$ cat config.mk
export PLATFORM = sky130hd
export DESIGN_NAME = at_command_line_recognizer
export DESIGN_NICKNAME = d
export VERILOG_FILES = /design/src/rtl/atclr_pkg.sv /design/src/rtl/at_command_line_recognizer.sv
export VERILOG_INCLUDE_DIRS = /design/src /design/src/rtl
export SDC_FILE = /design/constraint.sdc
export NUM_CORES = 1
export LEC_CHECK = 0
export ABC_AREA = 1
export BUFFER_PORTS_ARGS = -buffer_cell sky130_fd_sc_hd__buf_4
export CAP_MARGIN = 20
export CORE_MARGIN = 3
export CORE_UTILIZATION = 45
export CTS_BUF_LIST = sky130_fd_sc_hd__clkbuf_8 sky130_fd_sc_hd__clkbuf_16
export CTS_CLUSTER_DIAMETER = 50
export CTS_CLUSTER_SIZE = 14
export DETAILED_ROUTE_END_ITERATION = 10
export GPL_ROUTABILITY_DRIVEN = 0
export HOLD_SLACK_MARGIN = 0.05
export PLACE_DENSITY = 0.62
export SLEW_MARGIN = 20
export SYNTH_ARGS = -nofsm -noshare
export SYNTH_HDL_FRONTEND = slang
export SYNTH_SLANG_ARGS = --single-unit
$ cat constraint.sdc
create_clock -name clk_i -period 7.95 [get_ports clk_i]
set_clock_uncertainty 0.15 [all_clocks]
set_input_delay 0.3975 -clock clk_i [delete_from_list [all_inputs] [get_ports clk_i]]
set_output_delay 0.3975 -clock clk_i [all_outputs]
set_load 0.02 [all_outputs]
$ cat src/rtl/at_command_line_recognizer_defines.svh
// ---------------------------------------------------------------------------
// Assertion macros for the AT command line recognizer.
// Each macro can be compiled out by defining ASSERT_OFF.
// ---------------------------------------------------------------------------
`ifndef AT_COMMAND_LINE_RECOGNIZER_DEFINES_SVH
`define AT_COMMAND_LINE_RECOGNIZER_DEFINES_SVH
`ifndef ASSERT_OFF
`define ASSERT_IMPL(label, clk, rst_n, prop) \
  label: assert property (@(posedge clk) disable iff (!rst_n) prop) \
    else $error("assertion failed");
`define ASSERT_NEVER(label, clk, rst_n, expr) \
  label: assert property (@(posedge clk) disable iff (!rst_n) !(expr)) \
    else $error("forbidden condition");
`else
`define ASSERT_IMPL(label, clk, rst_n, prop)
`define ASSERT_NEVER(label, clk, rst_n, expr)
`endif
`endif

$ cat src/rtl/atclr_pkg.sv
// ---------------------------------------------------------------------------
// AT command line recognizer package
// Shared constants, codes and helpers of the recognizer.
// ---------------------------------------------------------------------------
package atclr_pkg;

  localparam int unsigned LineDepthDefault = 64;

  localparam logic [1:0] StInvalid = 2'd0;
  localparam logic [1:0] StOk      = 2'd1;
  localparam logic [1:0] StError   = 2'd2;

  localparam logic [2:0] CmdNone = 3'd0;
  localparam logic [2:0] CmdAt   = 3'd1;
  localparam logic [2:0] CmdAte0 = 3'd2;
  localparam logic [2:0] CmdAte1 = 3'd3;
  localparam logic [2:0] CmdSwv  = 3'd4;
  localparam logic [2:0] CmdTest = 3'd5;
  localparam logic [2:0] CmdQuit = 3'd6;
  localparam logic [2:0] CmdHelp = 3'd7;

  localparam logic [1:0] OpAction = 2'd0;
  localparam logic [1:0] OpQuery  = 2'd1;
  localparam logic [1:0] OpAssign = 2'd2;
  localparam logic [1:0] OpRange  = 2'd3;

  localparam logic [7:0] ChLf = 8'h0A;
  localparam logic [7:0] ChCr = 8'h0D;
  localparam logic [7:0] ChBs = 8'h08;

  // Lower-case a letter.
  function automatic logic [7:0] lower_ch(input logic [7:0] c);
    lower_ch = (c >= 8'h41 && c <= 8'h5A) ? c + 8'd32 : c;
  endfunction

  // Command name character at position p for command kind k; 0 past its end.
  // Kinds: 0 at, 1 ate1, 2 ate0, 3 at%swv, 4 at%test, 5 at%quit, 6 at%help.
  function automatic logic [7:0] name_ch(input logic [2:0] k, input logic [2:0] p);
    logic [7:0] c;
    c = 8'h00;
    case (p)
      3'd0: c = "a";
      3'd1: c = "t";
      3'd2: begin
        case (k)
          3'd0:    c = 8'h00;
          3'd1,
          3'd2:    c = "e";
          default: c = "%";
        endcase
      end
      3'd3: begin
        case (k)
          3'd1:    c = "1";
          3'd2:    c = "0";
          3'd3:    c = "s";
          3'd4:    c = "t";
          3'd5:    c = "q";
          3'd6:    c = "h";
          default: c = 8'h00;
        endcase
      end
      3'd4: begin
        case (k)
          3'd3:    c = "w";
          3'd4:    c = "e";
          3'd5:    c = "u";
          3'd6:    c = "e";
          default: c = 8'h00;
        endcase
      end
      3'd5: begin
        case (k)
          3'd3:    c = "v";
          3'd4:    c = "s";
          3'd5:    c = "i";
          3'd6:    c = "l";
          default: c = 8'h00;
        endcase
      end
      3'd6: begin
        case (k)
          3'd4:    c = "t";
          3'd5:    c = "t";
          3'd6:    c = "p";
          default: c = 8'h00;
        endcase
      end
      default: c = 8'h00;
    endcase
    name_ch = c;
  endfunction

  // Length of command name k.
  function automatic logic [2:0] name_len(input logic [2:0] k);
    case (k)
      3'd0:    name_len = 3'd2;
      3'd1,
      3'd2:    name_len = 3'd4;
      3'd3:    name_len = 3'd6;
      default: name_len = 3'd7;
    endcase
  endfunction

  // Command code reported for kind k.
  function automatic logic [2:0] kind_cmd(input logic [2:0] k);
    case (k)
      3'd0:    kind_cmd = CmdAt;
      3'd1:    kind_cmd = CmdAte1;
      3'd2:    kind_cmd = CmdAte0;
      3'd3:    kind_cmd = CmdSwv;
      3'd4:    kind_cmd = CmdTest;
      3'd5:    kind_cmd = CmdQuit;
      default: kind_cmd = CmdHelp;
    endcase
  endfunction

endpackage

$ cat src/rtl/at_command_line_recognizer.sv
// ---------------------------------------------------------------------------
// AT command line recognizer
// Collects received bytes into a line and recognizes AT commands at line end.
// ---------------------------------------------------------------------------
// Usage: one request on the input channel carries one received byte. Ordinary
// bytes are stored. Backspace steps back one place.
// CR or LF ends the line: the stored line is then walked one character at a
// time, each read and then checked, through a single compare and multiply-add
// unit. Command names are tried one after another (AT% first, then its four
// names, then AT, ATE1 and ATE0); then, for an AT% name, the suffix and, for
// TEST, the decimal argument are read before the result appears.
// After the result is delivered a clearing pass over all LINE_DEPTH places
// zeroes the memory, and no byte is taken meanwhile. After reset the same
// clearing pass runs before the first byte is accepted.
// The result sits in an output register; while the receiver stalls it holds
// and the block takes no new byte. Ordinary bytes give no result.
// ---------------------------------------------------------------------------
`include "at_command_line_recognizer_defines.svh"

module at_command_line_recognizer #(
  parameter int unsigned LINE_DEPTH = atclr_pkg::LineDepthDefault
) (
  input  logic        clk_i,
  input  logic        rst_ni,
  input  logic        in_valid_i,
  output logic        in_stall_o,
  input  logic [7:0]  rx_byte_i,
  output logic        out_valid_o,
  input  logic        out_stall_i,
  output logic [1:0]  status_o,
  output logic [2:0]  command_o,
  output logic [1:0]  operation_o,
  output logic [15:0] number_value_o,
  output logic [15:0] doubled_value_o
);

  localparam int unsigned AW = $clog2(LINE_DEPTH);
  localparam int unsigned PW = AW + 1;

  typedef enum logic [8:0] {
    S_CLEAR  = 9'b000000001,
    S_IDLE   = 9'b000000010,
    S_NREQ   = 9'b000000100,
    S_NCMP   = 9'b000001000,
    S_SUFREQ = 9'b000010000,
    S_SUFCHK = 9'b000100000,
    S_DIGREQ = 9'b001000000,
    S_DIGCHK = 9'b010000000,
    S_OUT    = 9'b100000000
  } state_e;

  state_e          state_q, state_d;
  logic [7:0]      mem_q [LINE_DEPTH];
  logic [7:0]      rd_q;
  logic [PW-1:0]   wpos_q, wpos_d;
  logic [PW-1:0]   len_q, len_d;
  logic [PW-1:0]   ptr_q, ptr_d;
  logic [2:0]      kind_q, kind_d;
  logic [2:0]      cidx_q, cidx_d;
  logic            pct_q, pct_d;
  logic            eq_q, eq_d;
  logic [1:0]      sub_q, sub_d;
  logic [15:0]     val_q, val_d;
  logic [1:0]      st_q, st_d;
  logic [2:0]      cmd_q, cmd_d;
  logic [1:0]      op_q, op_d;

  logic            we;
  logic [AW-1:0]   waddr;
  logic [7:0]      wdata;
  logic [AW-1:0]   raddr;
  logic [PW-1:0]   wpos_eff;
  logic            in_acc, out_acc;
  logic [7:0]      pat_c, lc_c;
  logic [19:0]     mac;
  logic [2:0]      pat_len;
  logic            beyond;

  assign in_acc  = in_valid_i && !in_stall_o;
  assign out_acc = out_valid_o && !out_stall_i;
  assign in_stall_o = (state_q != S_IDLE);
  assign wpos_eff = (wpos_q == PW'(LINE_DEPTH)) ? '0 : wpos_q;

  // Line memory: one write and one registered read port.
  always_ff @(posedge clk_i) begin
    if (we) begin
      mem_q[waddr] <= wdata;
    end
    rd_q <= mem_q[raddr];
  end

  // Shared unit: pattern compare and decimal multiply-add.
  assign pat_c   = atclr_pkg::name_ch(kind_q, cidx_q);
  assign pat_len = atclr_pkg::name_len(kind_q);
  assign lc_c    = atclr_pkg::lower_ch(rd_q);
  assign mac     = {val_q, 3'b000} + {3'b000, val_q, 1'b0} + 20'(rd_q - 8'h30);
  assign beyond  = (ptr_q >= PW'(LINE_DEPTH));

  // Sequencer.
  always_comb begin
    state_d = state_q;
    wpos_d  = wpos_q;
    len_d   = len_q;
    ptr_d   = ptr_q;
    kind_d  = kind_q;
    cidx_d  = cidx_q;
    pct_d   = pct_q;
    eq_d    = eq_q;
    sub_d   = sub_q;
    val_d   = val_q;
    st_d    = st_q;
    cmd_d   = cmd_q;
    op_d    = op_q;
    we      = 1'b0;
    waddr   = wpos_eff[AW-1:0];
    wdata   = rx_byte_i;
    raddr   = ptr_q[AW-1:0];
    case (state_q)
      S_CLEAR: begin
        we    = 1'b1;
        waddr = ptr_q[AW-1:0];
        wdata = 8'h00;
        ptr_d = ptr_q + 1'b1;
        if (ptr_q == PW'(LINE_DEPTH - 1)) begin
          ptr_d   = '0;
          wpos_d  = '0;
          state_d = S_IDLE;
        end
      end
      S_IDLE: begin
        if (in_acc) begin
          if (rx_byte_i == atclr_pkg::ChCr || rx_byte_i == atclr_pkg::ChLf) begin
            we      = 1'b1;
            wdata   = 8'h00;
            len_d   = wpos_eff;
            kind_d  = 3'd3;
            pct_d   = 1'b1;
            cidx_d  = '0;
            ptr_d   = '0;
            eq_d    = 1'b1;
            val_d   = '0;
            st_d    = atclr_pkg::StInvalid;
            cmd_d   = atclr_pkg::CmdNone;
            op_d    = atclr_pkg::OpAction;
            state_d = S_NREQ;
          end else if (rx_byte_i == atclr_pkg::ChBs) begin
            wpos_d = (wpos_eff != '0) ? wpos_eff - 1'b1 : wpos_eff;
          end else begin
            we     = 1'b1;
            wpos_d = wpos_eff + 1'b1;
          end
        end
      end
      // Read one line character for the name compare.
      S_NREQ: begin
        state_d = S_NCMP;
      end
      S_NCMP: begin
        // pct_q marks the AT% check (first three characters of kind 3).
        if ((pct_q && cidx_q == 3'd3) || (!pct_q && cidx_q == pat_len)) begin
          if (pct_q) begin
            pct_d  = 1'b0;
            cidx_d = '0;
            ptr_d  = '0;
            if (eq_q) begin
              kind_d = 3'd3;
            end else begin
              kind_d = 3'd0;
            end
            eq_d    = 1'b1;
            state_d = S_NREQ;
          end else if (kind_q >= 3'd3) begin
            // AT% name matched by prefix.
            if (eq_q) begin
              cmd_d   = atclr_pkg::kind_cmd(kind_q);
              st_d    = atclr_pkg::StOk;
              ptr_d   = PW'(pat_len);
              state_d = S_SUFREQ;
            end else if (kind_q == 3'd6) begin
              state_d = S_OUT;
            end else begin
              kind_d  = kind_q + 1'b1;
              cidx_d  = '0;
              ptr_d   = '0;
              eq_d    = 1'b1;
              state_d = S_NREQ;
            end
          end else begin
            // Exact match needs the terminator at the name end.
            if (eq_q && (beyond || rd_q == 8'h00)) begin
              cmd_d   = atclr_pkg::kind_cmd(kind_q);
              st_d    = atclr_pkg::StOk;
              state_d = S_OUT;
            end else if (kind_q == 3'd2) begin
              state_d = S_OUT;
            end else begin
              kind_d  = kind_q + 1'b1;
              cidx_d  = '0;
              ptr_d   = '0;
              eq_d    = 1'b1;
              state_d = S_NREQ;
            end
          end
        end else begin
          if (beyond || lc_c != pat_c) begin
            eq_d = 1'b0;
          end
          cidx_d  = cidx_q + 1'b1;
          ptr_d   = ptr_q + 1'b1;
          state_d = S_NREQ;
        end
      end
      S_SUFREQ: begin
        state_d = S_SUFCHK;
      end
      // sub_q: 0 first suffix char, 1 char after '='.
      S_SUFCHK: begin
        if (sub_q == 2'd0) begin
          if (ptr_q < len_q && rd_q == "?") begin
            op_d    = atclr_pkg::OpQuery;
            state_d = S_OUT;
          end else if (ptr_q < len_q && rd_q == "=") begin
            sub_d   = 2'd1;
            ptr_d   = ptr_q + 1'b1;
            state_d = S_SUFREQ;
          end else begin
            state_d = S_OUT;
          end
        end else begin
          sub_d = 2'd0;
          if (ptr_q < len_q && rd_q == "?") begin
            op_d    = atclr_pkg::OpRange;
            state_d = S_OUT;
          end else begin
            op_d    = atclr_pkg::OpAssign;
            state_d = (cmd_q == atclr_pkg::CmdTest) ? S_DIGREQ : S_OUT;
          end
        end
      end
      S_DIGREQ: begin
        state_d = S_DIGCHK;
      end
      S_DIGCHK: begin
        if (ptr_q < len_q && rd_q >= "0" && rd_q <= "9") begin
          val_d   = mac[15:0];
          ptr_d   = ptr_q + 1'b1;
          state_d = S_DIGREQ;
        end else begin
          if (val_q[15]) begin
            st_d = atclr_pkg::StError;
          end
          state_d = S_OUT;
        end
      end
      S_OUT: begin
        if (out_acc) begin
          ptr_d   = '0;
          state_d = S_CLEAR;
        end
      end
      default: state_d = S_CLEAR;
    endcase
  end

  always_ff @(posedge clk_i or negedge rst_ni) begin
    if (!rst_ni) begin
      state_q <= S_CLEAR;
      wpos_q  <= '0;
      ptr_q   <= '0;
      sub_q   <= '0;
    end else begin
      state_q <= state_d;
      wpos_q  <= wpos_d;
      ptr_q   <= ptr_d;
      sub_q   <= sub_d;
    end
  end

  always_ff @(posedge clk_i) begin
    len_q  <= len_d;
    kind_q <= kind_d;
    cidx_q <= cidx_d;
    pct_q  <= pct_d;
    eq_q   <= eq_d;
    val_q  <= val_d;
    st_q   <= st_d;
    cmd_q  <= cmd_d;
    op_q   <= op_d;
  end

  // Result register outputs.
  assign out_valid_o     = (state_q == S_OUT);
  assign status_o        = st_q;
  assign command_o       = cmd_q;
  assign operation_o     = op_q;
  assign number_value_o  = (cmd_q == atclr_pkg::CmdTest && op_q == atclr_pkg::OpAssign)
                           ? val_q : 16'd0;
  assign doubled_value_o = (cmd_q == atclr_pkg::CmdTest && op_q == atclr_pkg::OpAssign
                            && st_q == atclr_pkg::StOk) ? {val_q[14:0], 1'b0} : 16'd0;

  `ASSERT_NEVER(a_busy_accept, clk_i, rst_ni, in_acc && out_valid_o)
  `ASSERT_IMPL(a_out_clear, clk_i, rst_ni, out_acc |=> state_q == S_CLEAR)
  `ASSERT_NEVER(a_wpos_range, clk_i, rst_ni, wpos_q > PW'(LINE_DEPTH))

endmodule
==> results.py <==
metrics = {
    "placed_design": {
        "port_buffers": 51,
        "place_inst": 3099,
        "place_ws_ps": 3770,
        "place_hpwl_um": 41100,
    },
    "power": {
        "power_density_nw_per_um2": 363,
        "irDropWorstVdd_mv": 0.279,
        "p_leak_uw": 0.0106,
        "p_total_uw": 10600,
    },
    "floorplan": {
        "die-area_um2": 61500,
        "floorplan.initialDensity_pct": 45.6,
        "coreArea_um2": 57800,
        "die_y_um": 248,
        "fp-row-count": 88,
        "ios": 53,
        "die_w_um": 248,
    },
    "routing": {
        "drt_iter0_markers": 2081,
        "drt-vias-per-instance": 5.78,
        "drt-pass1-iter-count": 5,
        "routed_wl_um": 68400,
        "ant_nets": 0,
        "drc_errors": 0,
        "vias": 18500,
        "wire_per_inst_um": 21.3,
    },
    "clocking": {
        "cts.path.max_buffers": 3,
        "clk_pin_slew_worst_paths_ps": 60,
        "clock_sinks": 582,
        "clk_latency_ps": 630,
        "htree_levels": 2,
        "tritoncts": "yes",
        "cts_made_buffers": 58,
        "cts_root_buffer": "clkbuf_16",
        "cts-resized-gates": 0,
        "postCtsSetupBuffers": 0,
    },
    "sta": {
        "min_period_ps": 4290,
        "timing.fmax_ghz": 0.233,
        "slew_headroom_pct": 25.6,
        "setup_viol": 0,
        "fin_crit_sh_pct": 54.0,
        "tightest_slew_ps": 1120,
        "setup_ws_ps": 3660,
        "rsz0062_at_grt": "no",
        "slew_viol_final": 0,
        "finalSetupTns_ps": 0,
        "hold-worst-slack_ps": 73.9,
        "hold_viol_final": 0,
    },
    "synth": {
        "async_flop_share_pct": 4.12,
        "synth-simple-area-share_pct": 14.9,
        "synthMuxAreaShare_pct": 0,
        "ys_ff_latch": 582,
        "syn_area_um2": 26300,
        "synth_area_per_cell_um2": 11.0,
        "yosysSeqAreaShare_pct": 65.6,
        "synth_top_family_by_area": "simple AND/OR/NAND/NOR gates",
        "synth_compound_area_share_pct": 11.7,
        "synthCells": 2385,
        "synth_nets": 2452,
        "synth.distinct_cells": 52,
        "yosys_warnings": 0,
        "synth-edff-count": 550,
        "synth_xor_xnor_area_share_pct": 0.499,
        "synthAdderAreaFrac_pct": 2.98,
        "ys.flop_type": "edfxtp_1",
    },
    "grt": {
        "grt_pass1_vias": 18000,
        "grt_first_pass_wirelength_um": 106000,
        "grt_overflow": 0,
        "grt_usage_pct": 22.3,
        "antenna_found_initial": 0,
        "grt_max_degree": 109,
    },
    "critical_path": {
        "cp-startpoint": "ptr_q[0]",
        "crit_buf_inv": 3,
        "r2r_start": "ptr_q[0]",
        "cpPeakStageDelay_ps": 840,
        "cp-start-kind": "flip-flop",
        "critical_path_class": "reg -> reg",
        "end_kind": "flip-flop",
        "critPathTopFamily": "buffers and inverters",
        "path_cells": "inv_6 -> buf_4 -> buf_4 -> o21ai_0 -> o221ai_1 -> nand3_1 -> nand3_1 -> nand3_1 -> nand2_1",
        "critPathSlowestCell": "buf_4",
        "crit_required_ps": 8360,
        "worst_ep_arrival_time_ps": 4700,
        "cp_max_fo": 94,
        "cp_common_cell": "nand3_1",
    },
    "cells_and_area": {
        "fin_cells": 3206,
        "drive_gt1_share_pct": 9.30,
        "area_delta_synth_final_pct": 11.0,
        "n_antenna_cell": 0,
        "nets": 2463,
    },
    "status": {
        "status": "finished clean",
    },
    "hold_path": {
        "min-delay-path-class": "in -> async",
    },
    "run": {
        "drv_cap": 0,
    },
}
## area by class of cell
cell class,count,area [um^2]
multi-input cells,1526,8000
repair buffers,72,549
fillers,5033,28600
well taps,765,957
inverters,156,593
clock buffers,62,1510
clock inverters,43,322
flip-flops and latches,582,17300
## worst paths after layout
| path | slack (ps) | depth (start not counted) | to |
|---|---|---|---|
| worst max register to register | 3660 | 9 | rd_q[5] |
| max in group asynchronous | 7290 | 2 | state_q[0] |
| worst max-delay path | 3660 | 9 | rd_q[5] |
| min in group clk_i | 110 | 3 | len_q[6] |
| worst min register to register | 380 | 2 | wpos_q[0] |
| worst min-delay path | 70 | 2 | state_q[3] |
## layer usage
layer  GRT usage (%)  part of all wire (%)  vias up  routed length (um)
li1                -                     -     8537                   -
met4            7.91                   3.0        0                2040
met5               0                     0        -                   0
met2            36.5                    48      836               32600
met1            30.3                    41     9048               28100
met3            3.59                   8.2      125                5630
## layout by cell type (no fill, tap or decap), types with 10 or more instances in the layout
cell type and n:
a21oi_1 64, buf_4 69, clkbuf_16 58, dfrtp_1 20, edfxtp_1 550, fa_1 13
ha_1 42, inv_1 155, inv_2 11, nand2_1 243, nand3_1 122, nand4_1 28
nor2_1 458, nor2_4 10, nor3_1 18, o211ai_1 42, o21ai_0 296, o221ai_1 26
o22ai_1 76, xor2_1 10
## timing repair
item                                    in CTS  in global routing
endpoints found under the setup margin       0                  0
hold buffers                                 2                  0
hold endpoints to repair                    26                  0
## through the flow
| step | util [%] | area (um^2) |
|---|---|---|
| after floorplan | - | 26300 |
| after global placement | 47.3 | 27400 |
| after detailed placement | 47.3 | 27400 |
| after CTS | 50.5 | 29200 |
| after global routing | 50.5 | 29200 |
| final | 50.5 | 29200 |
## worst reg2reg max path, stage by stage, from the launching register on
cell      delay (ps)
dfrtp_4          750
inv_6            550
buf_4            890
buf_4            910
o21ai_0          280
o221ai_1         210
nand3_1          170
nand3_1          110
nand3_1          120
nand2_1          100
## registers in the layout, indices dropped and copies added (netlist names), 3 cells and up
register,cells
val_q,16
rd_q,8
ptr_q,7
mem_q,512
state_q,9
len_q,7
cidx_q,3
kind_q,3
command_o,3
wpos_q,7
## synthesized netlist by cell type, types with 13 or more instances
library cell	instances	share of area, %
edfxtp_1	550	63
nor2_1	467	6.7
o21ai_0	296	5.6
nand2_1	243	3.5
inv_1	139	2.0
nand3_1	122	2.3
o22ai_1	76	1.8
clkbuf_1	73	1.0
a21oi_1	64	1.2
ha_1	42	2.0
o211ai_1	42	1.2
buf_2	40	0.76
nand4_1	28	0.67
o221ai_1	26	0.86
dfrtp_1	23	2.2
nor3_1	18	0.34
fa_1	13	0.99
## kinds of logic (layout without fill, tap and decap cells)
group,count (synthesis),after routing
AO/OA/AOI/OAI,536,536
XOR/XNOR,15,15
adder cells (fa/ha/maj),55,55
buffers and inverters,277,333
flip-flops,582,582
other,1,1
AND/OR/NAND/NOR,919,919
## power breakdown
group | internal (uW) | switching [uW]
clock network | 1420 | 1220
logic | 1050 | 2810
registers | 3840 | 249
Note: power is estimated with default switching activity, not from simulation.
